`src/hw/rtl/rvs_pkg.sv`:
```
`timescale 1ns / 1ps

package rvs_pkg;

    // field widths
    localparam int COORD_BITS    = 13;
    localparam int COLOR_BITS    = 16;
    localparam int DIM_BITS      = 14;
    localparam int STR_BITS      = 16;
    localparam int CFG_IDX_BITS  = 2;
    localparam int CFG_DATA_BITS = 16;

    // stream payload widths, padded to whole bytes
    localparam int IN_RAW_BITS  = 2 * COORD_BITS + 3 * COLOR_BITS;
    localparam int IN_TDATA_W   = ((IN_RAW_BITS + 7) / 8) * 8;
    localparam int OUT_RAW_BITS = 3 * COLOR_BITS;
    localparam int OUT_TDATA_W  = ((OUT_RAW_BITS + 7) / 8) * 8;

    // register indexes
    localparam logic [CFG_IDX_BITS-1:0] CFG_IMAGE_WIDTH       = 2'd0;
    localparam logic [CFG_IDX_BITS-1:0] CFG_IMAGE_HEIGHT      = 2'd1;
    localparam logic [CFG_IDX_BITS-1:0] CFG_VIGNETTE_STRENGTH = 2'd2;

    // register reset values
    localparam logic [DIM_BITS-1:0] WIDTH_RESET    = 14'd1024;
    localparam logic [DIM_BITS-1:0] HEIGHT_RESET   = 14'd768;
    localparam logic [STR_BITS-1:0] STRENGTH_RESET = 16'd16384;
    localparam logic [STR_BITS-1:0] STRENGTH_MAX   = 16'd32768;

    // distance datapath
    localparam int DIFF_BITS = (COORD_BITS + 1 > DIM_BITS) ? COORD_BITS + 1 : DIM_BITS;
    localparam int SQ_BITS   = 2 * DIFF_BITS;
    localparam int SUM_W     = SQ_BITS + 2;
    localparam int SUM_BITS  = 29;
    localparam int ROOT_BITS = 32;
    localparam int RAD_W     = 2 * ROOT_BITS;
    localparam int RAD_SHIFT = 34;
    localparam int RAD_PAD   = RAD_W - SUM_BITS - RAD_SHIFT;
    localparam int REM_W     = ROOT_BITS + 4;
    localparam int QUO_BITS  = 18;
    localparam int D_BITS    = QUO_BITS - 1;

    // q.16 shading values (one is 65536, so 17 bits)
    localparam int Q_BITS = 17;
    localparam logic [Q_BITS-1:0] Q16_ONE  = 17'd65536;
    localparam logic [Q_BITS-1:0] EDGE_LOW = 17'd26214;
    localparam logic [D_BITS-1:0] D_MAX    = 17'd131071;
    localparam logic [Q_BITS:0]   U_BASE   = 18'd196608;
    localparam int ROUND16 = 32768;
    localparam int ROUND15 = 16384;

    typedef struct packed {
        logic [COLOR_BITS-1:0] blue;
        logic [COLOR_BITS-1:0] green;
        logic [COLOR_BITS-1:0] red;
    } color_t;

    typedef struct packed {
        logic                 far;
        logic [ROOT_BITS-1:0] root;
        color_t               color;
    } root_item_t;

    typedef struct packed {
        logic              far;
        logic [D_BITS-1:0] distance;
        color_t            color;
    } dist_item_t;

endpackage

```
`src/hw/rtl/rvs_skid.sv`:
```
`timescale 1ns / 1ps

module rvs_skid (
    input  logic            aclk,
    input  logic            aresetn,
    input  logic            in_valid,
    input  rvs_pkg::color_t in_item,
    output logic            en,
    output logic            m_valid,
    input  logic            m_ready,
    output rvs_pkg::color_t m_item
);
    import rvs_pkg::*;

    localparam logic [1:0] FILL_NONE = 2'd0;
    localparam logic [1:0] FILL_ONE  = 2'd1;
    localparam logic [1:0] FILL_TWO  = 2'd2;

    logic [1:0] count_reg, count_next;
    color_t     head_reg, head_next;
    color_t     spare_reg, spare_next;
    logic       push, pop;

    // pipeline moves only while a slot is free
    assign en      = (count_reg != FILL_TWO);
    assign m_valid = (count_reg != FILL_NONE);
    assign push    = en && in_valid;
    assign pop     = m_valid && m_ready;

    always_comb begin
        count_next = count_reg;
        head_next  = head_reg;
        spare_next = spare_reg;
        case (count_reg)
            FILL_NONE: begin
                if (push) begin
                    head_next  = in_item;
                    count_next = FILL_ONE;
                end
            end
            FILL_ONE: begin
                if (push && pop) begin
                    head_next = in_item;
                end else if (push) begin
                    spare_next = in_item;
                    count_next = FILL_TWO;
                end else if (pop) begin
                    count_next = FILL_NONE;
                end
            end
            FILL_TWO: begin
                if (pop) begin
                    head_next  = spare_reg;
                    count_next = FILL_ONE;
                end
            end
            default: begin
                count_next = FILL_NONE;
            end
        endcase
    end

    always_ff @(posedge aclk) begin
        if (!aresetn) begin
            count_reg <= FILL_NONE;
        end else begin
            count_reg <= count_next;
        end
    end

    always_ff @(posedge aclk) begin
        head_reg  <= head_next;
        spare_reg <= spare_next;
    end

    assign m_item = head_reg;

endmodule

```
`config.mk`:
```
export PLATFORM = sky130hd
export DESIGN_NAME = rvs_skid
export DESIGN_NICKNAME = d
export VERILOG_FILES = /design/src/hw/rtl/rvs_pkg.sv /design/src/hw/rtl/rvs_skid.sv
export SDC_FILE = /design/constraint.sdc
export NUM_CORES = 1
export LEC_CHECK = 0
export BUFFER_PORTS_ARGS = -buffer_cell sky130_fd_sc_hd__buf_2
export CORE_ASPECT_RATIO = 1.2
export CORE_MARGIN = 4
export CORE_UTILIZATION = 50
export CTS_BUF_LIST = sky130_fd_sc_hd__clkbuf_8
export CTS_CLUSTER_SIZE = 30
export DETAILED_ROUTE_END_ITERATION = 8
export PLACE_DENSITY = 0.84
export SYNTH_ARGS = -nofsm -noshare
export SYNTH_HDL_FRONTEND = slang
export SYNTH_SLANG_ARGS = --single-unit
export TNS_END_PERCENT = 20
```
`constraint.sdc`:
```
create_clock -name aclk -period 10 [get_ports aclk]
set_clock_uncertainty 0.2 [all_clocks]
set_input_delay 0.5 -clock aclk [delete_from_list [all_inputs] [get_ports aclk]]
set_output_delay 0.5 -clock aclk [all_outputs]
set_load 0.05 [all_outputs]
```
==> reports/summary.txt <==
status: finished, final reports clean
Diodes inserted: 0
Setup Fix Bufs, Post-CTS: 0
Tcrit/Tclk final: 25.6%
drt drc: 0
Num CTS Buffers: 9
DIE AREA: 9150 µm²
Worst Path Class, Setup: reg2reg
initial cell density of the core: 52.2%
Die W: 88.0 µm
IO buf count: 101
Total GRT Usage: 14.5%
Worst VDD drop: 88.0 µV
via/cell ratio: 4.93
worst slew pin tran: 824 ps
RSZ-0062 raised after global routing: false
row cnt: 34
Max-Cap Viols: 0
Leakage: 0.00178 µW
critical path, cell by cell: nor2b_4 > buf_4 > mux2_4
nets: 326
area grow syn2layout: 18.6%
layout cell share with drive strength beyond 1: 60.6%
clock-pin slew on the worst setup and hold paths: 90 ps
most instantiated cells after synthesis: edfxtp_1, mux2_4, buf_12
Placed Area: 4390 µm²
CTS H-tree depth: 3
final hold vios: 0
CORE AREA: 7360 µm²
synthesized area: 3840 µm²
setup TNS: 0 ps
most common cell in the netlist: edfxtp_1
CP max stage cell: nor2b_4
post-synthesis sequential area ratio: 76.1%
TritonRoute pass-1 iters: 4
Yosys top cell by area: edfxtp_1
P_sw: 203 µW
Finished Layout Cells: 369
clk root buf: clkbuf_8
WL final: 6.36 mm
#FFs+latches synth: 98
DP Wirelength: 4.52 mm
Worst Setup End Kind: register
fmax: 391 MHz
Slew Viols, Final: 0
total gr overflow: 0
combinational fraction of design power: 13.7%
Critical Path RT: 9890 ps
initial antenna violation count: 0
Top FF cell, synth: edfxtp_1
via count: 1,818
final instance area: 4560 µm²
first-pass GRT wire length: 9.90 mm
syn_area_per_cell: 23.3 µm²
async set-reset flop share out of synthesis: 0%
Arr. time, crit path: 2450 ps
Post-Synthesis Cells: 165
cts repair resizes: 0
Seq pwr share: 59.9%
min Tclk post-route: 2560 ps
PD cells: 175 nW/µm²
initial drt markers: 53
Slew HR: 45.0%
Post-CTS Hold Buffers: 0
hold crit path type: in2reg
EDFF count, synth: 96
Critical Path Start Type: register
max incr delay on CP: 720 ps
clock sinks: 98
Clk pwr share: 26.3%
final setup vio count: 0
vias in the first global route: 1,962
post-synth cell types: 17
CTS Buffer Depth: 2
Net Sw Frac: 25.5%
Skew-Pair Late Insertion Delay: 340 ps
post-synthesis net count: 217
Ports: 102
Die Height: 104 µm
wire per inst: 17.2 µm
ranking of synthesized cells by area: edfxtp_1, mux2_4, buf_12
Placed Instances: 353
Yosys top cell area share: 75.0%
number of routed nets with antenna violations: 0
Hold Crit Depth: 1
largest net degree at the start of global routing: 39
GP Congestion: 0.661
Reg2Reg Depth: 3
worst-path fanout max: 30
Int Power: 595 µW
CTS tree: done
Yosys Warn Count: 0
## power by group through the flow
stage / sequential (µW) / combinational (µW) / clock [µW]
final: 479 / 110 / 210
after global routing: 481 / 115 / 238
after CTS: 479 / 111 / 220
after detailed placement: 488 / 111 / 0
after global placement: 487 / 108 / 0
after floorplan: 538 / 30.6 / 0
## kinds of logic (layout without fill, tap and decap cells)
logic type             Yosys count  after routing  share of synthesized area [%]
multiplexers                    48             48                           18.8
AO/OA/AOI/OAI                    4              4                          0.716
buffers and inverters            7            121                           3.00
flip-flops                      98             98                           76.1
AND/OR/NAND/NOR                  8              8                           1.43
## placed cells by master, fill, tap and decap left out
cell type	n
a21boi_1	1
a21oi_1	1
and2b_1	1
buf_2	101
buf_4	3
clkbuf_8	9
clkinv_1	2
clkinv_4	1
clkinvlp_4	2
dfxtp_1	2
edfxtp_1	96
inv_1	3
mux2_4	48
nand2_1	2
nand2b_1	1
nor2b_4	2
nor3b_2	1
o21ai_4	1
o32a_1	1
or2_2	1
## per-layer routing
metal / vias to the layer above / global-route usage [%] / share of wire, %
met5: - / 0 / 0
met4: 0 / 7.45 / 1.7
met3: 8 / 3.88 / 7.7
met2: 65 / 24.8 / 52
met1: 880 / 16.4 / 38
li1: 865 / - / -
## critical path: cells and delay by family (launching register included)
kind | cells | cell delay, ps
mux | 1 | 350
simple gates | 1 | 720
flops | 1 | 400
buf+inv | 1 | 600
## path summary, 6_finish.rpt
path                                    start            end  slack, ps
worst min register to register  spare_reg[45]     m_item[45]        350
worst min-delay path              in_item[26]  spare_reg[26]        140
worst max register to register   count_reg[1]      m_item[9]       7440
worst max-delay path             count_reg[1]      m_item[9]       7440
## stage by stage
| stage | total power (µW) | util [%] | hold WS, ps | worst slack, ps |
|---|---|---|---|---|
| after floorplan | 569 | - | 327 | 5320 |
| after CTS | 811 | 61.9 | 117 | 7440 |
| final | 798 | 61.9 | 144 | 7440 |
| after global routing | 834 | 61.9 | 115 | 7320 |
| after detailed placement | 599 | 59.7 | 334 | 7460 |
| after global placement | 596 | 59.7 | 330 | 7550 |
## cell type report
| type | instances | area (µm²) |
|---|---|---|
| fillers | 563 | 2800 |
| inverters | 1 | 3.75 |
| repair buffers | 104 | 528 |
| flip-flops and latches | 98 | 2920 |
| multi-input cells | 60 | 827 |
| clock inverters | 7 | 38.8 |
| well taps | 90 | 113 |
| clock buffers | 9 | 124 |
No activity file was read; power rests on OpenSTA's default activity.
