### config.mk
export PLATFORM = sky130hd
export DESIGN_NAME = rvs_scale
export DESIGN_NICKNAME = d
export VERILOG_FILES = /design/src/hw/rtl/rvs_pkg.sv /design/src/hw/rtl/rvs_scale.sv
export SDC_FILE = /design/constraint.sdc
export NUM_CORES = 2
export LEC_CHECK = 0
export BUFFER_PORTS_ARGS = -buffer_cell sky130_fd_sc_hd__buf_2
export CAP_MARGIN = 40
export CORE_ASPECT_RATIO = 2
export CORE_MARGIN = 2
export CORE_UTILIZATION = 61
export CTS_CLUSTER_SIZE = 24
export DETAILED_ROUTE_END_ITERATION = 10
export PLACE_DENSITY = 0.78
export SYNTH_ARGS = -nofsm -noshare
export SYNTH_HDL_FRONTEND = slang
export SYNTH_SLANG_ARGS = --single-unit
### constraint.sdc
create_clock -name aclk -period 4.5 [get_ports aclk]
set_input_delay 0.45 -clock aclk [delete_from_list [all_inputs] [get_ports aclk]]
set_output_delay 0.45 -clock aclk [all_outputs]
set_load 0.01 [all_outputs]
### src/hw/rtl/rvs_pkg.sv
`timescale 1ns / 1ps

package rvs_pkg;

    // field widths
    localparam int COORD_BITS    = 13;
    localparam int COLOR_BITS    = 16;
    localparam int DIM_BITS      = 14;
    localparam int STR_BITS      = 16;
    localparam int CFG_IDX_BITS  = 2;
    localparam int CFG_DATA_BITS = 16;

    // stream payload widths, padded to whole bytes
    localparam int IN_RAW_BITS  = 2 * COORD_BITS + 3 * COLOR_BITS;
    localparam int IN_TDATA_W   = ((IN_RAW_BITS + 7) / 8) * 8;
    localparam int OUT_RAW_BITS = 3 * COLOR_BITS;
    localparam int OUT_TDATA_W  = ((OUT_RAW_BITS + 7) / 8) * 8;

    // register indexes
    localparam logic [CFG_IDX_BITS-1:0] CFG_IMAGE_WIDTH       = 2'd0;
    localparam logic [CFG_IDX_BITS-1:0] CFG_IMAGE_HEIGHT      = 2'd1;
    localparam logic [CFG_IDX_BITS-1:0] CFG_VIGNETTE_STRENGTH = 2'd2;

    // register reset values
    localparam logic [DIM_BITS-1:0] WIDTH_RESET    = 14'd1024;
    localparam logic [DIM_BITS-1:0] HEIGHT_RESET   = 14'd768;
    localparam logic [STR_BITS-1:0] STRENGTH_RESET = 16'd16384;
    localparam logic [STR_BITS-1:0] STRENGTH_MAX   = 16'd32768;

    // distance datapath
    localparam int DIFF_BITS = (COORD_BITS + 1 > DIM_BITS) ? COORD_BITS + 1 : DIM_BITS;
    localparam int SQ_BITS   = 2 * DIFF_BITS;
    localparam int SUM_W     = SQ_BITS + 2;
    localparam int SUM_BITS  = 29;
    localparam int ROOT_BITS = 32;
    localparam int RAD_W     = 2 * ROOT_BITS;
    localparam int RAD_SHIFT = 34;
    localparam int RAD_PAD   = RAD_W - SUM_BITS - RAD_SHIFT;
    localparam int REM_W     = ROOT_BITS + 4;
    localparam int QUO_BITS  = 18;
    localparam int D_BITS    = QUO_BITS - 1;

    // q.16 shading values (one is 65536, so 17 bits)
    localparam int Q_BITS = 17;
    localparam logic [Q_BITS-1:0] Q16_ONE  = 17'd65536;
    localparam logic [Q_BITS-1:0] EDGE_LOW = 17'd26214;
    localparam logic [D_BITS-1:0] D_MAX    = 17'd131071;
    localparam logic [Q_BITS:0]   U_BASE   = 18'd196608;
    localparam int ROUND16 = 32768;
    localparam int ROUND15 = 16384;

    typedef struct packed {
        logic [COLOR_BITS-1:0] blue;
        logic [COLOR_BITS-1:0] green;
        logic [COLOR_BITS-1:0] red;
    } color_t;

    typedef struct packed {
        logic                 far;
        logic [ROOT_BITS-1:0] root;
        color_t               color;
    } root_item_t;

    typedef struct packed {
        logic              far;
        logic [D_BITS-1:0] distance;
        color_t            color;
    } dist_item_t;

endpackage

### src/hw/rtl/rvs_scale.sv
`timescale 1ns / 1ps

module rvs_scale (
    input  logic                         aclk,
    input  logic                         aresetn,
    input  logic                         en,
    input  logic [rvs_pkg::DIM_BITS-1:0] height_eff,
    input  logic                         in_valid,
    input  rvs_pkg::root_item_t          in_item,
    output logic                         out_valid,
    output rvs_pkg::dist_item_t          out_item
);
    import rvs_pkg::*;

    localparam int NSTG = QUO_BITS;

    // index 0 holds the range check and the leading remainder
    logic                 v_reg    [0:NSTG];
    logic [ROOT_BITS-1:0] root_reg [0:NSTG];
    logic                 far_reg  [0:NSTG];
    logic                 sat_reg  [0:NSTG];
    color_t               col_reg  [0:NSTG];
    logic [DIM_BITS-1:0]  rem_reg  [0:NSTG];
    logic [QUO_BITS-1:0]  quo_reg  [0:NSTG];
    logic [DIM_BITS-1:0]  rem_next [0:NSTG-1];
    logic [QUO_BITS-1:0]  quo_next [0:NSTG-1];

    logic                 sat_next;
    logic [QUO_BITS:0]    quo_inc;
    logic [QUO_BITS-1:0]  quo_half;
    logic [D_BITS-1:0]    dist_next;

    // quotient past 2^18 means the distance saturates
    assign sat_next = in_item.root >= (ROOT_BITS'(height_eff) << QUO_BITS);

    always_comb begin
        logic [DIM_BITS:0] rem_sh;
        logic [DIM_BITS:0] hh;
        int                b;
        hh = {1'b0, height_eff};
        for (int i = 0; i < NSTG; i++) begin
            b      = NSTG - 1 - i;
            rem_sh = {rem_reg[i], root_reg[i][b]};
            if (rem_sh >= hh) begin
                rem_next[i] = DIM_BITS'(rem_sh - hh);
                quo_next[i] = {quo_reg[i][QUO_BITS-2:0], 1'b1};
            end else begin
                rem_next[i] = rem_sh[DIM_BITS-1:0];
                quo_next[i] = {quo_reg[i][QUO_BITS-2:0], 1'b0};
            end
        end
    end

    // largest c with (2c-1) <= root/h
    assign quo_inc   = (QUO_BITS + 1)'(quo_reg[NSTG]) + (QUO_BITS + 1)'(1);
    assign quo_half  = quo_inc[QUO_BITS:1];
    assign dist_next = (sat_reg[NSTG] || quo_half[QUO_BITS-1]) ? D_MAX
                                                                : quo_half[D_BITS-1:0];

    logic   ov_reg;
    logic   ofar_reg;
    logic [D_BITS-1:0] odist_reg;
    color_t ocol_reg;

    always_ff @(posedge aclk) begin
        if (!aresetn) begin
            ov_reg <= 1'b0;
            for (int i = 0; i <= NSTG; i++) begin
                v_reg[i] <= 1'b0;
            end
        end else if (en) begin
            v_reg[0] <= in_valid;
            for (int i = 0; i < NSTG; i++) begin
                v_reg[i+1] <= v_reg[i];
            end
            ov_reg <= v_reg[NSTG];
        end
    end

    always_ff @(posedge aclk) begin
        if (en) begin
            root_reg[0] <= in_item.root;
            far_reg[0]  <= in_item.far;
            sat_reg[0]  <= sat_next;
            col_reg[0]  <= in_item.color;
            rem_reg[0]  <= in_item.root[ROOT_BITS-1:QUO_BITS];
            quo_reg[0]  <= '0;
            for (int i = 0; i < NSTG; i++) begin
                root_reg[i+1] <= root_reg[i];
                far_reg[i+1]  <= far_reg[i];
                sat_reg[i+1]  <= sat_reg[i];
                col_reg[i+1]  <= col_reg[i];
                rem_reg[i+1]  <= rem_next[i];
                quo_reg[i+1]  <= quo_next[i];
            end
            ofar_reg  <= far_reg[NSTG];
            odist_reg <= dist_next;
            ocol_reg  <= col_reg[NSTG];
        end
    end

    assign out_valid         = ov_reg;
    assign out_item.far      = ofar_reg;
    assign out_item.distance = odist_reg;
    assign out_item.color    = ocol_reg;

endmodule

==> impl_metrics.csv <==
group,metric,value,unit
outcome,status,"complete, no violations",
setup_path,reg2reg_slack,1240,ps
setup_path,reg2reg_depth,11,
routing,ant_nets,0,
synth,avgSynthCellArea,17.3,um2
synth,synth_edf_count,1612,
timing,min_period_over_period,0.724,
grt,grt_use_total,0.235,
clocking,cts_tree,"done",
grt,antenna_found_initial,1,
flow_run,drv_cap,0,
cells_and_area,syn2layout_area_growth,13.2,%
setup_path,cp_data_required_time,5020,ps
grt,grt_pass1_wl,192,mm
routing,vias,32900,
synth,syn_area,0.0647,mm2
cells_and_area,utilization,0.694,
setup_path,crit_fanout,4,
routing,dr.pass1.iters,8,
clocking,cts_buffer_depth,3,
timing,clock.fmax,307,MHz
setup_path,arrival,3770,ps
synth,ys_types,81,
setup_path,r2r-start,"root_reg[11][6]",
timing,relSlewSlack,0.248,
setup_path,start_kind,"register",
timing,fin_skew,34.3,ps
placed_design,dp_cells,5323,
timing,setup_viol,0,
routing,viasPerCell,5.82,
routing,post_drt_wl_per_cell,22.1,um
placed_design,placedInstanceArea,0.0679,mm2
placed_design,place_congestion,0.890,
grt,grt_pass1_vias,33500,
clocking,cts_root_buffer,"clkbuf_16",
placed_design,port_buffers,165,
worst_hold_path,hp-class,"input port to register",
placed_design,pre_cts_ws,900,ps
clocking,cts_hold_buf,82,
clocking,path_clk_slew,70,ps
clocking,insertion_delay,760,ps
clocking,cts_buffers,134,
setup_path,r2r-end,"rem_reg[12][12]",
timing,fin_ws,1240,ps
cells_and_area,stdcell_count,5651,
die,initial_utilization,0.613,
synth,syn-num-nets,4150,
worst_hold_path,min_path_cells,2,
synth,yosysWarnings,0,
routing,drt_iter0_markers,2781,
power,leakage,26.7,nW
timing,tightest_slew,1130,ps
die,core,0.106,mm2
routing,drc,0,
routing,drt-total-wl,125,mm
timing,hold_slack,65.7,ps
clocking,postCtsSetupRepairBufs,0,
clocking,cts_max_level,4,
clocking,clock_sinks,1630,
cells_and_area,final_layout_size_suffix_gt1_frac,0.162,
die,rows,169,
synth,ys_ff_latch,1630,
timing,rsz0062_at_grt,"false",
synth,seq_area_frac_synth,0.754,
power,total_power,44.3,mW
synth,async_flop_share,0,
synth,ys_top_cells_by_area,"edfxtp_1 (75%), ha_1 (5.5%), mux2_2 (3.0%), xnor2_1 (1.3%), a21oi_1 (1.2%)",
synth,synth_top_area_frac,0.748,
timing,setup-tns-final,0,ps
synth,synth_flop_cell,"edfxtp_1",
synth,synth_largest_area_cell,"edfxtp_1",
cells_and_area,nets,4574,
power,ir_worst_vdd,0.000533,V
timing,drv_slew,0,
grt,overflow,0,
setup_path,critPathCapture,"rem_reg[12][12]",
die,die_y,465,um
cells_and_area,final_cell_area,0.0732,mm2
die,dieWidth,234,um
setup_path,end_kind,"register",
die,die_area,0.109,mm2
clocking,cts_resized,0,
timing,min_period,3260,ps
cells_and_area,largest_register_ffs,912,
placed_design,hpwl,72.2,mm
die,ioPinCount,166,
timing,hold_violations,0,
synth,syn_inst,3750,
setup_path,worstSetupPathType,"register to register",
power,power_density,605,mW/mm2
setup_path,crit_path_start,"root_reg[11][6]",
grt,grt_max_degree,146,
-- Yosys cell counts (all sizes together) (12+ instances only) --
cell type and count:
edfxtp 1612, ha 284, mux2 180, nor2 172
a21oi 164, o21ai 155, nand2 144, inv 113
xnor2 98, a21o 81, xor2 68, nor2b 63
nor3 55, mux2i 44, a211oi 43, o21a 36
and3 31, nand3 30, nand4 27, buf 23
o31ai 23, clkbuf 19, o21bai 19, dfxtp 18
a21boi 17, fa 17, a31oi 16, nand2b 15
nand3b 14, or2 14, a211o 12, a31o 12
nor4b 12
-- how the worst min path moves through the flow --
stage,start,end,slack [ps]
global route,aresetn,v_reg[2],60
CTS,aresetn,v_reg[10],20
finish,aresetn,v_reg[0],70
detailed placement,col_reg[9][39],col_reg[10][39],400
floorplan,col_reg[9][0],col_reg[10][0],400
global placement,col_reg[17][35],col_reg[18][35],400
-- where the power goes --
group | switching [mW] | total (mW) | internal (mW)
Sequential | 1.11 | 20.5 | 19.4
Combinational | 6.31 | 11.7 | 5.42
Clock | 5.54 | 12.1 | 6.53
Total | 13.0 | 44.3 | 31.3
-- per-layer routing --
metal  up-vias  GRT usage  routed length (um)  part of all wire
li1      15500          -                   -                 -
met1     16200      0.293               48800              0.39
met2       952      0.409               65600              0.53
met3       270     0.0364                5540             0.044
met4         0     0.0912                4750             0.038
met5         -          0                   0                 0
-- worst max-delay path, stage by stage (launching register included) --
cell and delay [ps]:
edfxtp_1 530, inv_1 160, ha_1 160, inv_1 50, fa_1 420, a211oi_1 330, o21ai_0 180, a31o_2 260
a21oi_1 330, o21ai_0 170, xnor2_1 160, mux2_2 270
-- logic make-up after synthesis --
family / synth area share
xor gates and xnor gates: 0.0225
buffers and inverters: 0.0102
DFF: 0.754
muxes: 0.0386
adders and majority gates: 0.0602
and+or+nand+nor: 0.0471
AOI/OAI and AO/OA: 0.0677
-- placed cells by master, fill, tap and decap left out, drive strengths merged, types with 98 or more instances in the layout --
master and count:
xnor2 98, buf 248, clkbuf 156, nand2 144
o21ai 155, a21oi 164, edfxtp 1612, mux2 180
nor2 172, ha 284, inv 124
-- final cells by class --
type	instances	area, um2
Timing Repair Buffer	330	2540
Clock inverter	88	1020
Tap cell	1368	1710
Clock buffer	156	3480
Inverter	113	424
Fill cell	6538	32300
Sequential cell	1630	48800
Antenna cell	1	2.50
Multi-Input combinational cell	1965	15300
(Power assumes the default switching activity.)
