[src/hw/rtl/rvs_pkg.sv]
`timescale 1ns / 1ps

package rvs_pkg;

    // field widths
    localparam int COORD_BITS    = 13;
    localparam int COLOR_BITS    = 16;
    localparam int DIM_BITS      = 14;
    localparam int STR_BITS      = 16;
    localparam int CFG_IDX_BITS  = 2;
    localparam int CFG_DATA_BITS = 16;

    // stream payload widths, padded to whole bytes
    localparam int IN_RAW_BITS  = 2 * COORD_BITS + 3 * COLOR_BITS;
    localparam int IN_TDATA_W   = ((IN_RAW_BITS + 7) / 8) * 8;
    localparam int OUT_RAW_BITS = 3 * COLOR_BITS;
    localparam int OUT_TDATA_W  = ((OUT_RAW_BITS + 7) / 8) * 8;

    // register indexes
    localparam logic [CFG_IDX_BITS-1:0] CFG_IMAGE_WIDTH       = 2'd0;
    localparam logic [CFG_IDX_BITS-1:0] CFG_IMAGE_HEIGHT      = 2'd1;
    localparam logic [CFG_IDX_BITS-1:0] CFG_VIGNETTE_STRENGTH = 2'd2;

    // register reset values
    localparam logic [DIM_BITS-1:0] WIDTH_RESET    = 14'd1024;
    localparam logic [DIM_BITS-1:0] HEIGHT_RESET   = 14'd768;
    localparam logic [STR_BITS-1:0] STRENGTH_RESET = 16'd16384;
    localparam logic [STR_BITS-1:0] STRENGTH_MAX   = 16'd32768;

    // distance datapath
    localparam int DIFF_BITS = (COORD_BITS + 1 > DIM_BITS) ? COORD_BITS + 1 : DIM_BITS;
    localparam int SQ_BITS   = 2 * DIFF_BITS;
    localparam int SUM_W     = SQ_BITS + 2;
    localparam int SUM_BITS  = 29;
    localparam int ROOT_BITS = 32;
    localparam int RAD_W     = 2 * ROOT_BITS;
    localparam int RAD_SHIFT = 34;
    localparam int RAD_PAD   = RAD_W - SUM_BITS - RAD_SHIFT;
    localparam int REM_W     = ROOT_BITS + 4;
    localparam int QUO_BITS  = 18;
    localparam int D_BITS    = QUO_BITS - 1;

    // q.16 shading values (one is 65536, so 17 bits)
    localparam int Q_BITS = 17;
    localparam logic [Q_BITS-1:0] Q16_ONE  = 17'd65536;
    localparam logic [Q_BITS-1:0] EDGE_LOW = 17'd26214;
    localparam logic [D_BITS-1:0] D_MAX    = 17'd131071;
    localparam logic [Q_BITS:0]   U_BASE   = 18'd196608;
    localparam int ROUND16 = 32768;
    localparam int ROUND15 = 16384;

    typedef struct packed {
        logic [COLOR_BITS-1:0] blue;
        logic [COLOR_BITS-1:0] green;
        logic [COLOR_BITS-1:0] red;
    } color_t;

    typedef struct packed {
        logic                 far;
        logic [ROOT_BITS-1:0] root;
        color_t               color;
    } root_item_t;

    typedef struct packed {
        logic              far;
        logic [D_BITS-1:0] distance;
        color_t            color;
    } dist_item_t;

endpackage

[src/hw/rtl/rvs_radius.sv]
`timescale 1ns / 1ps

module rvs_radius (
    input  logic                              aclk,
    input  logic                              aresetn,
    input  logic                              en,
    input  logic [rvs_pkg::DIM_BITS-1:0]      width_eff,
    input  logic [rvs_pkg::DIM_BITS-1:0]      height_eff,
    input  logic                              in_valid,
    input  logic [rvs_pkg::COORD_BITS-1:0]    row,
    input  logic [rvs_pkg::COORD_BITS-1:0]    column,
    input  rvs_pkg::color_t                   color_in,
    output logic                              out_valid,
    output rvs_pkg::root_item_t               out_item
);
    import rvs_pkg::*;

    localparam int NSTG = ROOT_BITS;

    // offset from centre
    logic                 dv_reg;
    logic [DIFF_BITS-1:0] dx_reg, dy_reg;
    color_t               dc_reg;
    logic [DIFF_BITS:0]   col2, row2, wext, hext;
    logic [DIFF_BITS-1:0] dx_next, dy_next;

    // squares
    logic                 qv_reg;
    logic [SQ_BITS-1:0]   sqx_reg, sqy_reg;
    color_t               qc_reg;

    // sum and root stages, index 0 holds the sum
    logic [SUM_W-1:0]     sum_full;
    logic                 sv_reg   [0:NSTG];
    logic [SUM_BITS-1:0]  sum_reg  [0:NSTG];
    logic                 far_reg  [0:NSTG];
    color_t               col_reg  [0:NSTG];
    logic [ROOT_BITS-1:0] root_reg [0:NSTG];
    logic [REM_W-1:0]     rem_reg  [0:NSTG];
    logic [ROOT_BITS-1:0] root_next [0:NSTG-1];
    logic [REM_W-1:0]     rem_next  [0:NSTG-1];

    assign col2 = (DIFF_BITS + 1)'({column, 1'b0});
    assign row2 = (DIFF_BITS + 1)'({row, 1'b0});
    assign wext = (DIFF_BITS + 1)'(width_eff);
    assign hext = (DIFF_BITS + 1)'(height_eff);
    assign dx_next = (col2 >= wext) ? DIFF_BITS'(col2 - wext) : DIFF_BITS'(wext - col2);
    assign dy_next = (row2 >= hext) ? DIFF_BITS'(row2 - hext) : DIFF_BITS'(hext - row2);
    assign sum_full = SUM_W'(sqx_reg) + SUM_W'(sqy_reg);

    // one root bit per stage: restoring square root of sum << 34
    always_comb begin
        logic [RAD_W-1:0] rad;
        logic [REM_W-1:0] rem_sh;
        logic [REM_W-1:0] trial;
        int               p;
        for (int i = 0; i < NSTG; i++) begin
            p         = NSTG - 1 - i;
            rad       = {{RAD_PAD{1'b0}}, sum_reg[i], {RAD_SHIFT{1'b0}}};
            rem_sh    = {rem_reg[i][REM_W-3:0], rad[2*p+1 -: 2]};
            trial     = REM_W'({root_reg[i], 2'b01});
            if (rem_sh >= trial) begin
                rem_next[i]  = rem_sh - trial;
                root_next[i] = {root_reg[i][ROOT_BITS-2:0], 1'b1};
            end else begin
                rem_next[i]  = rem_sh;
                root_next[i] = {root_reg[i][ROOT_BITS-2:0], 1'b0};
            end
        end
    end

    always_ff @(posedge aclk) begin
        if (!aresetn) begin
            dv_reg <= 1'b0;
            qv_reg <= 1'b0;
            for (int i = 0; i <= NSTG; i++) begin
                sv_reg[i] <= 1'b0;
            end
        end else if (en) begin
            dv_reg    <= in_valid;
            qv_reg    <= dv_reg;
            sv_reg[0] <= qv_reg;
            for (int i = 0; i < NSTG; i++) begin
                sv_reg[i+1] <= sv_reg[i];
            end
        end
    end

    always_ff @(posedge aclk) begin
        if (en) begin
            dx_reg      <= dx_next;
            dy_reg      <= dy_next;
            dc_reg      <= color_in;
            sqx_reg     <= SQ_BITS'(dx_reg) * SQ_BITS'(dx_reg);
            sqy_reg     <= SQ_BITS'(dy_reg) * SQ_BITS'(dy_reg);
            qc_reg      <= dc_reg;
            sum_reg[0]  <= sum_full[SUM_BITS-1:0];
            far_reg[0]  <= |sum_full[SUM_W-1:SUM_BITS];
            col_reg[0]  <= qc_reg;
            root_reg[0] <= '0;
            rem_reg[0]  <= '0;
            for (int i = 0; i < NSTG; i++) begin
                sum_reg[i+1]  <= sum_reg[i];
                far_reg[i+1]  <= far_reg[i];
                col_reg[i+1]  <= col_reg[i];
                root_reg[i+1] <= root_next[i];
                rem_reg[i+1]  <= rem_next[i];
            end
        end
    end

    assign out_valid      = sv_reg[NSTG];
    assign out_item.far   = far_reg[NSTG];
    assign out_item.root  = root_reg[NSTG];
    assign out_item.color = col_reg[NSTG];

endmodule

[config.mk]
export PLATFORM = sky130hd
export DESIGN_NAME = rvs_radius
export DESIGN_NICKNAME = d
export VERILOG_FILES = /design/src/hw/rtl/rvs_pkg.sv /design/src/hw/rtl/rvs_radius.sv
export SDC_FILE = /design/constraint.sdc
export NUM_CORES = 2
export LEC_CHECK = 0
export BUFFER_PORTS_ARGS = -buffer_cell sky130_fd_sc_hd__buf_2
export CELL_PAD_IN_SITES_DETAIL_PLACEMENT = 0
export CELL_PAD_IN_SITES_GLOBAL_PLACEMENT = 2
export CORE_ASPECT_RATIO = 1.25
export CORE_MARGIN = 5
export CORE_UTILIZATION = 46
export DETAILED_ROUTE_END_ITERATION = 10
export GPL_ROUTABILITY_DRIVEN = 0
export PLACE_DENSITY = 0.82
export SLEW_MARGIN = 20
export SYNTH_ARGS = -nofsm -noshare
export SYNTH_HDL_FRONTEND = slang
export SYNTH_MEMORY_MAX_BITS = 65536
export SYNTH_SLANG_ARGS = --single-unit
[constraint.sdc]
create_clock -name aclk -period 7.8 [get_ports aclk]
set_input_delay 1.17 -clock aclk [delete_from_list [all_inputs] [get_ports aclk]]
set_output_delay 1.17 -clock aclk [all_outputs]
set_load 0.01 [all_outputs]
==> run metrics <==
async set-or-reset flop fraction in the synthesized netlist=0%; Final Skew=0.04417 ns; CTS root buf=clkbuf_16; Final Hold Vio Count=0; Area Overhead vs Synth=11.78%; dpl hpwl=210.6 mm; EDFF count, synth=3,544; area of the die=358,100 um^2; ANT nets after route=0; synthesized instance count=11.29k; # rows=241; Period minus WS final=7.042 ns; Max VDD drop=0.0009595 V; TritonCTS clock tree=done; largest cells by area after synthesis=edfxtp_1 (67%), ha_1 (6.1%), fa_1 (3.1%), inv_1 (2.6%), xnor2_1 (2.5%); Tightest Pin Transition=1.216 ns; DR WL/cell=17.61 um; CTS H-Tree Depth=5; Final Setup Violations=0; CP required=8.47 ns; Ports=188; Final Util=51.63%; FF+latch count, synth=3,546; Clock Latency Late Sink=0.92 ns; power per cell area=384.1 nW/um^2; WP data arrival=7.71 ns; Mean Syn Cell Area=14.10 um^2; hold crit path type=reg -> reg; initial antenna violation count=16; routed vias/inst=5.187; IO Port Bufs=186; Setup WS pre-CTS=0.7824 ns; cts hold-fix bufs=0; Pre-antenna DRT Iters=7; Max clock buf depth=4; final worst slack=0.7577 ns; Crit. End Element=register; CP max FO=16; Synth Flop Type=edfxtp_1; total global routing track utilization=16.24%; placed insts=15.99k; share of layout cells above drive strength 1=8.019%; RSZ-0062 raised after global routing=no; Yosys top cell area share=66.84%; leakage power total=0.06841 uW; Worst Setup Path Type=reg -> reg; top cells by count, synth=edfxtp_1 (3,544), inv_1 (1,118), ha_1 (781); Die Wd=536.2 um; clock-pin slew on the worst setup and hold paths=0.06 ns; first-pass GRT wire length=468.2 mm; Starting Density=46.19%; DR vias=86.32k; Initial DRC Count=4,320; clock tree sinks=3,546; die height=667.8 um; Seq/Total Area, Yosys=66.87%; Setup crit start kind=register; grt ovf=0; Setup TNS=0 ns; Post-Syn Area=159,200 um^2; total CTS buffers=357; post-CTS sizing=0; area of the core=344,700 um^2; status=finished clean; Final Max Tran Viols=0; count of cell types in the netlist=93; vias in the first global route=92.34k; final wirelength=293.0 mm; pin count of the biggest net entering global routing=225; final std cells w/o fill=16.64k; period utilisation layout=90.29%; fill count=28.43k; max cap viols=0; Post-CTS Setup Bufs=0; Yosys top cell by area=edfxtp_1; DR DRC count=0; Slew headroom=18.94%; Largest register FFs=1,584; Final nets=12.87k; Yosys warnings=0; most frequent cell after synthesis=edfxtp_1; Max Fclk=142.0 MHz
## logic make-up after synthesis
| logic type | Yosys count | share of synthesized area (%) |
|---|---|---|
| XOR/XNOR | 890 | 4.896 |
| other | 1 | 0.002355 |
| multiplexers | 111 | 0.7678 |
| AND/OR/NAND/NOR | 2545 | 7.790 |
| adder cells (fa/ha/maj) | 1031 | 9.281 |
| buffers and inverters | 1306 | 3.089 |
| AO/OA/AOI/OAI | 1864 | 7.305 |
| flip-flops | 3546 | 66.87 |
## metal layers
| metal | vias to the layer above | routed length, um | global-route usage, % | share of wire (%) |
|---|---|---|---|---|
| li1 | 42050 | - | - | - |
| met1 | 42090 | 97000 | 14.87 | 33 |
| met5 | - | 0 | 0 | 0 |
| met2 | 1440 | 171600 | 34.04 | 59 |
| met3 | 736 | 9403 | 2.232 | 3.2 |
| met4 | 0 | 15020 | 7.614 | 5.1 |
## stage by stage
step	instance area (um^2)	hold WS (ns)	total power (uW)
detailed placement	166000	0.4045	51820
finish	178000	0.4077	68350
global route	178000	0.3399	73430
floorplan	159200	0.4003	45280
CTS	177900	0.3105	69490
global placement	166000	0.4009	51520
## power by group
part	total, uW	internal [uW]	switching [uW]
clock	17200	10100	7100
combinational	25000	11000	14000
sequential	26100	24800	1280
## layout make-up
| class | instances | area, um^2 | area share, % |
|---|---|---|---|
| Tap cell | 4617 | 5777 | 3.246 |
| Sequential cell | 3546 | 106500 | 59.82 |
| Inverter | 1122 | 4212 | 2.367 |
| Clock buffer | 426 | 9384 | 5.273 |
| Multi-Input combinational cell | 6443 | 47920 | 26.93 |
| Antenna cell | 2 | 5.005 | 0.002812 |
| Clock inverter | 223 | 2475 | 1.391 |
| Timing Repair Buffer | 262 | 1724 | 0.9688 |
## worst max-delay path, stage by stage (launching register included)
cell      delay [ns]
edfxtp_1        0.75
nand2_1         0.16
fa_1            0.56
fa_1            0.52
inv_1           0.05
fa_1            0.50
inv_1           0.06
fa_1            0.53
inv_1           0.05
fa_1            0.48
inv_1           0.05
fa_1            0.50
inv_1           0.04
ha_1            0.20
or3_1           0.38
o211ai_1        0.26
a211oi_1        0.15
o32a_1          0.44
a221o_1         0.36
a21oi_1         0.28
o221ai_1        0.17
a21oi_1         0.19
xnor2_1         0.10
## path summary, 6_finish.rpt
check / slack (ns) / depth (start not counted) / end / from
worst max register to register: 0.76 / 22 / sqx_reg[27]$_DFFE_PP_ / dx_reg[5]$_DFFE_PP_
worst max-delay path: 0.76 / 22 / sqx_reg[27]$_DFFE_PP_ / dx_reg[5]$_DFFE_PP_
worst min-delay path: 0.41 / 0 / col_reg[6][94]$_DFFE_PP_ / col_reg[6][46]$_DFFE_PP_
worst min register to register: 0.41 / 0 / col_reg[6][94]$_DFFE_PP_ / col_reg[6][46]$_DFFE_PP_
## cell usage in the layout, fill, tap and decap left out, drive strengths merged, types with 49 or more instances in the layout
| cell | Yosys | final |
|---|---|---|
| a21o | 247 | 247 |
| a21oi | 563 | 563 |
| a31oi | 49 | 49 |
| and2 | 91 | 91 |
| and3 | 83 | 83 |
| buf | 20 | 262 |
| clkbuf | 164 | 426 |
| clkinv | 1 | 144 |
| edfxtp | 3544 | 3544 |
| fa | 250 | 250 |
| ha | 781 | 781 |
| inv | 1121 | 1137 |
| mux2 | 89 | 89 |
| nand2 | 743 | 743 |
| nand2b | 100 | 100 |
| nand3 | 144 | 144 |
| nand4 | 62 | 62 |
| nor2 | 594 | 594 |
| nor2b | 88 | 88 |
| nor3 | 243 | 243 |
| nor4 | 105 | 105 |
| o21a | 86 | 86 |
| o21ai | 480 | 480 |
| o21bai | 76 | 76 |
| o31ai | 64 | 64 |
| or3 | 91 | 91 |
| or4 | 61 | 61 |
| xnor2 | 460 | 460 |
| xor2 | 430 | 430 |
Note: power is estimated with default switching activity, not from simulation.
