[config.mk]
export PLATFORM = sky130hd
export DESIGN_NAME = rvs_shade
export DESIGN_NICKNAME = d
export VERILOG_FILES = /design/src/hw/rtl/rvs_pkg.sv /design/src/hw/rtl/rvs_shade.sv
export SDC_FILE = /design/constraint.sdc
export NUM_CORES = 2
export LEC_CHECK = 0
export BUFFER_PORTS_ARGS = -buffer_cell sky130_fd_sc_hd__buf_2
export CAP_MARGIN = 30
export CORE_MARGIN = 1.5
export CORE_UTILIZATION = 35
export CTS_CLUSTER_DIAMETER = 100
export DETAILED_ROUTE_END_ITERATION = 8
export HOLD_SLACK_MARGIN = 0.03
export PLACE_DENSITY = 0.51
export SKIP_CTS_REPAIR_TIMING = 1
export SYNTH_ARGS = -nofsm -noshare
export SYNTH_HDL_FRONTEND = slang
export SYNTH_SLANG_ARGS = --single-unit
[constraint.sdc]
create_clock -name aclk -period 20.8 [get_ports aclk]
set_input_delay 6.24 -clock aclk [delete_from_list [all_inputs] [get_ports aclk]]
set_output_delay 6.24 -clock aclk [all_outputs]
set_load 0.005 [all_outputs]
[src/hw/rtl/rvs_pkg.sv]
`timescale 1ns / 1ps

package rvs_pkg;

    // field widths
    localparam int COORD_BITS    = 13;
    localparam int COLOR_BITS    = 16;
    localparam int DIM_BITS      = 14;
    localparam int STR_BITS      = 16;
    localparam int CFG_IDX_BITS  = 2;
    localparam int CFG_DATA_BITS = 16;

    // stream payload widths, padded to whole bytes
    localparam int IN_RAW_BITS  = 2 * COORD_BITS + 3 * COLOR_BITS;
    localparam int IN_TDATA_W   = ((IN_RAW_BITS + 7) / 8) * 8;
    localparam int OUT_RAW_BITS = 3 * COLOR_BITS;
    localparam int OUT_TDATA_W  = ((OUT_RAW_BITS + 7) / 8) * 8;

    // register indexes
    localparam logic [CFG_IDX_BITS-1:0] CFG_IMAGE_WIDTH       = 2'd0;
    localparam logic [CFG_IDX_BITS-1:0] CFG_IMAGE_HEIGHT      = 2'd1;
    localparam logic [CFG_IDX_BITS-1:0] CFG_VIGNETTE_STRENGTH = 2'd2;

    // register reset values
    localparam logic [DIM_BITS-1:0] WIDTH_RESET    = 14'd1024;
    localparam logic [DIM_BITS-1:0] HEIGHT_RESET   = 14'd768;
    localparam logic [STR_BITS-1:0] STRENGTH_RESET = 16'd16384;
    localparam logic [STR_BITS-1:0] STRENGTH_MAX   = 16'd32768;

    // distance datapath
    localparam int DIFF_BITS = (COORD_BITS + 1 > DIM_BITS) ? COORD_BITS + 1 : DIM_BITS;
    localparam int SQ_BITS   = 2 * DIFF_BITS;
    localparam int SUM_W     = SQ_BITS + 2;
    localparam int SUM_BITS  = 29;
    localparam int ROOT_BITS = 32;
    localparam int RAD_W     = 2 * ROOT_BITS;
    localparam int RAD_SHIFT = 34;
    localparam int RAD_PAD   = RAD_W - SUM_BITS - RAD_SHIFT;
    localparam int REM_W     = ROOT_BITS + 4;
    localparam int QUO_BITS  = 18;
    localparam int D_BITS    = QUO_BITS - 1;

    // q.16 shading values (one is 65536, so 17 bits)
    localparam int Q_BITS = 17;
    localparam logic [Q_BITS-1:0] Q16_ONE  = 17'd65536;
    localparam logic [Q_BITS-1:0] EDGE_LOW = 17'd26214;
    localparam logic [D_BITS-1:0] D_MAX    = 17'd131071;
    localparam logic [Q_BITS:0]   U_BASE   = 18'd196608;
    localparam int ROUND16 = 32768;
    localparam int ROUND15 = 16384;

    typedef struct packed {
        logic [COLOR_BITS-1:0] blue;
        logic [COLOR_BITS-1:0] green;
        logic [COLOR_BITS-1:0] red;
    } color_t;

    typedef struct packed {
        logic                 far;
        logic [ROOT_BITS-1:0] root;
        color_t               color;
    } root_item_t;

    typedef struct packed {
        logic              far;
        logic [D_BITS-1:0] distance;
        color_t            color;
    } dist_item_t;

endpackage

[src/hw/rtl/rvs_shade.sv]
`timescale 1ns / 1ps

module rvs_shade (
    input  logic                         aclk,
    input  logic                         aresetn,
    input  logic                         en,
    input  logic [rvs_pkg::STR_BITS-1:0] strength,
    input  logic                         in_valid,
    input  rvs_pkg::dist_item_t          in_item,
    output logic                         out_valid,
    output rvs_pkg::color_t              out_color
);
    import rvs_pkg::*;

    localparam int NSTG  = 8;
    localparam int NCOL  = 6;
    localparam int TT_W  = 2 * Q_BITS;
    localparam int P_W   = 2 * Q_BITS + 1;
    localparam int KS_W  = Q_BITS + STR_BITS;
    localparam int PR_W  = COLOR_BITS + Q_BITS;

    logic   v_reg   [1:NSTG];
    color_t col_reg [1:NCOL];

    logic [Q_BITS-1:0]  t_reg, t_next, t_diff;
    logic [TT_W-1:0]    tt_reg;
    logic [Q_BITS:0]    u_reg, u_next;
    logic [TT_W-1:0]    tt_round;
    logic [Q_BITS-1:0]  t2;
    logic [P_W-1:0]     p_reg, p_round;
    logic [Q_BITS-1:0]  s_reg, s_next;
    logic [Q_BITS+1:0]  s_wide;
    logic [KS_W-1:0]    ks_reg, ks_round;
    logic [Q_BITS:0]    k_wide;
    logic [Q_BITS-1:0]  k_val;
    logic [Q_BITS-1:0]  f_reg;
    logic [PR_W-1:0]    pr_red_reg, pr_green_reg, pr_blue_reg;
    logic [PR_W-1:0]    rd_red, rd_green, rd_blue;
    color_t             out_reg, out_next;

    // ramp position: clamp(d - 0.4, 0, 1), far pixels sit at 1
    assign t_diff = in_item.distance - EDGE_LOW;
    always_comb begin
        if (in_item.far) begin
            t_next = Q16_ONE;
        end else if (in_item.distance > EDGE_LOW) begin
            t_next = (t_diff > Q16_ONE) ? Q16_ONE : t_diff;
        end else begin
            t_next = '0;
        end
    end

    assign u_next   = U_BASE - {t_reg, 1'b0};
    assign tt_round = tt_reg + TT_W'(ROUND16);
    assign t2       = tt_round[Q_BITS+15:16];

    // smoothstep, capped at one
    assign p_round = p_reg + P_W'(ROUND16);
    assign s_wide  = p_round[P_W-1:16];
    assign s_next  = (s_wide > (Q_BITS + 2)'(Q16_ONE)) ? Q16_ONE : s_wide[Q_BITS-1:0];

    // darkening in q.16 and the factor left over
    assign ks_round = ks_reg + KS_W'(ROUND15);
    assign k_wide   = ks_round[KS_W-1:15];
    assign k_val    = (k_wide > (Q_BITS + 1)'(Q16_ONE)) ? Q16_ONE : k_wide[Q_BITS-1:0];

    assign rd_red   = pr_red_reg + PR_W'(ROUND16);
    assign rd_green = pr_green_reg + PR_W'(ROUND16);
    assign rd_blue  = pr_blue_reg + PR_W'(ROUND16);
    assign out_next.red   = rd_red[COLOR_BITS+15:16];
    assign out_next.green = rd_green[COLOR_BITS+15:16];
    assign out_next.blue  = rd_blue[COLOR_BITS+15:16];

    always_ff @(posedge aclk) begin
        if (!aresetn) begin
            for (int i = 1; i <= NSTG; i++) begin
                v_reg[i] <= 1'b0;
            end
        end else if (en) begin
            v_reg[1] <= in_valid;
            for (int i = 1; i < NSTG; i++) begin
                v_reg[i+1] <= v_reg[i];
            end
        end
    end

    always_ff @(posedge aclk) begin
        if (en) begin
            col_reg[1] <= in_item.color;
            for (int i = 1; i < NCOL; i++) begin
                col_reg[i+1] <= col_reg[i];
            end
            t_reg        <= t_next;
            tt_reg       <= TT_W'(t_reg) * TT_W'(t_reg);
            u_reg        <= u_next;
            p_reg        <= P_W'(t2) * P_W'(u_reg);
            s_reg        <= s_next;
            ks_reg       <= KS_W'(s_reg) * KS_W'(strength);
            f_reg        <= Q16_ONE - k_val;
            pr_red_reg   <= PR_W'(col_reg[NCOL].red) * PR_W'(f_reg);
            pr_green_reg <= PR_W'(col_reg[NCOL].green) * PR_W'(f_reg);
            pr_blue_reg  <= PR_W'(col_reg[NCOL].blue) * PR_W'(f_reg);
            out_reg      <= out_next;
        end
    end

    assign out_valid = v_reg[NSTG];
    assign out_color = out_reg;

endmodule

==> load_flow_metrics.sql <==
INSERT INTO impl_metrics (metric_group, metric, value, unit) VALUES
('outcome', 'result_of_the_run', 'finished clean', ''),
('timing', 'finalClockSkew', '0.0328', 'ns'),
('die', 'floorplan.initialDensity', '0.353', ''),
('clock_tree', 'tritoncts', 'yes', ''),
('timing', 'final_number_of_hold_violating_endpoints', '0', ''),
('die', 'die_height', '446', 'um'),
('timing', 'setup_viol', '0', ''),
('critical_path', 'worst_ep_arrival_time', '12.03', 'ns'),
('synthesis', 'yosys.area.top_type_share', '0.360', ''),
('synthesis', 'yosysMostFrequentCell', 'sky130_fd_sc_hd__inv_1', ''),
('timing', 'timing_worst_slew_pin_value', '1.07', 'ns'),
('clock_tree', 'cts_root_buf', 'sky130_fd_sc_hd__clkbuf_16', ''),
('die', 'chipWidth', '446', 'um'),
('synthesis', 'ys_async_sr_fraction', '0', ''),
('clock_tree', 'worst_setup_hold_path_clk_slew', '0.06', 'ns'),
('clock_tree', 'cts_max_path_buffers', '3', ''),
('synthesis', 'synth.net_count', '8735', ''),
('timing', 'setup_repair_after_global_routing_missed_its_margin', 'no', ''),
('placed_design', 'buffer_ports.inserted', '134', ''),
('synthesis', 'ys_ff_latch', '520', ''),
('flow_run', 'timing.max_cap.violations', '0', ''),
('die', 'die_area', '0.199', 'mm^2'),
('finish', 'drive_above_1_share', '0.0463', ''),
('placed_design', 'gp_routability_congestion', '0.803', ''),
('critical_path', 'setup.worst_path.end', 'ks_reg[26]', ''),
('critical_path', 'worst_setup_sp', 'strength[7]', ''),
('grt', 'grt_antenna_before_repair', '6', ''),
('critical_path', 'critPathMaxFanout', '17', ''),
('worst_hold_path', 'path_category_of_the_worst_min_delay_check', 'register to register', ''),
('grt', 'grt_first_pass_wirelength', '257000', 'um'),
('synthesis', 'avgSynthCellArea', '10.1', 'um^2'),
('grt', 'grt_overflow_total', '0', ''),
('clock_tree', 'htree_levels', '3', ''),
('critical_path', 'timing.setup.critical_path_class', 'input pin to register', ''),
('synthesis', 'synth_top_flop_cell', 'sky130_fd_sc_hd__edfxtp_1', ''),
('critical_path', 'start_kind', 'input pin', ''),
('synthesis', 'post_synth_num_cell_types', '79', ''),
('die', 'std_cell_rows', '162', ''),
('route', 'post_drt_via_cell_ratio', '4.68', ''),
('critical_path', 'critical_path.reg2reg.startpoint', 'f_reg[10]', ''),
('timing', 'fin_crit', '11.62', 'ns'),
('critical_path', 'reg2reg_to', 'pr_red_reg[31]', ''),
('clock_tree', 'cts_num_sinks', '520', ''),
('timing', 'finalCritPeriodShare', '0.558', ''),
('synthesis', 'count_of_flip_flops_with_a_built_in_enable_after_synthesis', '520', ''),
('synthesis', 'netlist_top_cells_area', 'sky130_fd_sc_hd__fa_1 (36%), sky130_fd_sc_hd__edfxtp_1 (23%), sky130_fd_sc_hd__ha_1 (11%)', ''),
('synthesis', 'synthesis.instances', '6794', ''),
('critical_path', 'critical_path_required', '21.22', 'ns'),
('route', 'num_vias', '44200', ''),
('timing', 'worst_slew_margin_rel', '0.284', ''),
('die', 'num_io_pins', '135', ''),
('route', 'detailedRoute.firstIterationViolations', '1964', ''),
('grt', 'grt_start_max_net_pins', '178', ''),
('finish', 'net_count_of_the_finished_layout', '8709', ''),
('critical_path', 'worst_setup_path_end_kind', 'register', ''),
('clock_tree', 'worst_skew_pair_later_pin_latency', '0.68', 'ns'),
('synthesis', 'post-synth-top-area-cell', 'sky130_fd_sc_hd__fa_1', ''),
('clock_tree', 'cts_inserted_buffers', '69', ''),
('timing', 'fmaxAchievable', '86.1', 'MHz'),
('critical_path', 'r2r_slack', '12.93', 'ns'),
('route', 'wl_per_cell', '16.5', 'um'),
('grt', 'globalRouteTotalUtil', '0.162', ''),
('finish', 'seqCellArea', '0.0156', 'mm^2'),
('synthesis', 'synthesis.yosys.warnings', '0', ''),
('timing', 'setup-tns-final', '0', 'ns'),
('grt', 'first_global_vias', '48100', ''),
('route', 'drc_errors', '0', ''),
('placed_design', 'hpwl', '119000', 'um'),
('timing', 'slew_violations', '0', ''),
('synthesis', 'share_of_the_yosys_chip_area_belonging_to_registers', '0.227', ''),
('finish', 'multi_input_comb_area', '0.0464', 'mm^2'),
('synthesis', 'netlist_area', '0.0688', 'mm^2'),
('finish', 'largest_register_ff_count', '288', ''),
('route', 'ant_nets', '0', ''),
('synthesis', 'synth_commonest_cells', 'sky130_fd_sc_hd__inv_1 (1530), sky130_fd_sc_hd__fa_1 (1237), sky130_fd_sc_hd__nand2_1 (1080)', ''),
('critical_path', 'timing.reg2reg.worst_path_depth', '23', ''),
('route', 'detailedRoute.firstPassIterationCount', '5', ''),
('finish', 'fillers', '19400', ''),
('route', 'route.final.wire_length', '156000', 'um'),
('die', 'core_region_area', '0.195', 'mm^2'),
('finish', 'synthToLayoutAreaGrowth', '8.35', '%');
[critical path, cell delays in order]
cell and delay, ns:
sky130_fd_sc_hd__buf_2 0.31, sky130_fd_sc_hd__nand2_1 0.14, sky130_fd_sc_hd__fa_1 0.56, sky130_fd_sc_hd__inv_1 0.05, sky130_fd_sc_hd__fa_1 0.50, sky130_fd_sc_hd__inv_1 0.05, sky130_fd_sc_hd__fa_1 0.53, sky130_fd_sc_hd__inv_1 0.05
sky130_fd_sc_hd__fa_1 0.47, sky130_fd_sc_hd__inv_1 0.05, sky130_fd_sc_hd__fa_1 0.47, sky130_fd_sc_hd__inv_1 0.05, sky130_fd_sc_hd__fa_1 0.44, sky130_fd_sc_hd__ha_1 0.33, sky130_fd_sc_hd__a21oi_1 0.22, sky130_fd_sc_hd__nor2_1 0.06
sky130_fd_sc_hd__a211o_1 0.26, sky130_fd_sc_hd__a21oi_1 0.17, sky130_fd_sc_hd__o211a_1 0.23, sky130_fd_sc_hd__nor2_1 0.07, sky130_fd_sc_hd__a211oi_1 0.41, sky130_fd_sc_hd__o21ai_0 0.19, sky130_fd_sc_hd__xor2_1 0.17
[cell type report]
cell class,instances,area share
timing repair buffer,185,0.0151
clock buffer,80,0.0240
antenna,3,0.000101
sequential,520,0.209
inverter,1532,0.0771
clock inverter,42,0.00758
multi-input combinational,4460,0.623
tap,2624,0.0440
[stage by stage]
| stage | util | hold slack [ns] | area, um^2 | cells | setup slack (ns) |
|---|---|---|---|---|---|
| detailed placement | 0.370 | 0.405 | 72200 | 9321 | 8.44 |
| finish | 0.382 | 0.391 | 74600 | 9446 | 9.18 |
| CTS | 0.382 | 0.382 | 74600 | 9443 | 9.22 |
| floorplan | - | 0.400 | 68800 | 6794 | 8.73 |
| global route | 0.382 | 0.394 | 74600 | 9444 | 8.90 |
| global placement | 0.370 | 0.401 | 72100 | 9318 | 8.52 |
[worst min path at each step]
stage	from	to	depth (start not counted)
floorplan	col_reg[0][48]	col_reg[1][0]	0
global placement	col_reg[2][95]	col_reg[3][47]	0
detailed placement	col_reg[0][90]	col_reg[1][42]	0
CTS	col_reg[1][46]	col_reg[1][94]	0
global route	col_reg[2][75]	col_reg[3][27]	0
finish	col_reg[2][75]	col_reg[3][27]	0
[layer usage]
metal  wire length (um)  track usage
met1              69300        0.211
met2              78500        0.288
met3               4950       0.0198
met4               2960       0.0345
met5                 27            0
[cell families (layout without fill, tap and decap cells)]
kind of cell             count (synthesis)  count (layout)  synth area share
adder cells (fa/ha/maj)               1855            1855             0.472
AO/OA/AOI/OAI                          314             314            0.0303
other                                    0               3                 0
flip-flops                             520             520             0.227
XOR/XNOR                               252             252            0.0321
multiplexers                             7               7           0.00105
buffers and inverters                 1814            1839            0.0993
AND/OR/NAND/NOR                       2032            2032             0.138
[cell usage in the layout (no fill, tap or decap), types with 13 or more instances in the layout]
cell type and instances:
sky130_fd_sc_hd__a21oi_1 93, sky130_fd_sc_hd__nor2_1 171, sky130_fd_sc_hd__nand2b_1 13, sky130_fd_sc_hd__xnor2_1 167
sky130_fd_sc_hd__and3_1 37, sky130_fd_sc_hd__a211oi_1 16, sky130_fd_sc_hd__buf_4 46, sky130_fd_sc_hd__nor3_1 50
sky130_fd_sc_hd__buf_2 133, sky130_fd_sc_hd__edfxtp_1 520, sky130_fd_sc_hd__a21o_1 36, sky130_fd_sc_hd__inv_1 1530
sky130_fd_sc_hd__clkbuf_16 70, sky130_fd_sc_hd__nand4_1 32, sky130_fd_sc_hd__nor2b_1 18, sky130_fd_sc_hd__xor2_1 77
sky130_fd_sc_hd__nand3_1 58, sky130_fd_sc_hd__ha_1 618, sky130_fd_sc_hd__and2_1 517, sky130_fd_sc_hd__o21ai_0 52
sky130_fd_sc_hd__o21bai_1 14, sky130_fd_sc_hd__fa_1 1237, sky130_fd_sc_hd__o21a_1 24, sky130_fd_sc_hd__nand2_1 1080
Power is left out: the tool's default activity adds up to more than one toggle a clock period on the data nets, which glitch-free logic cannot reach.
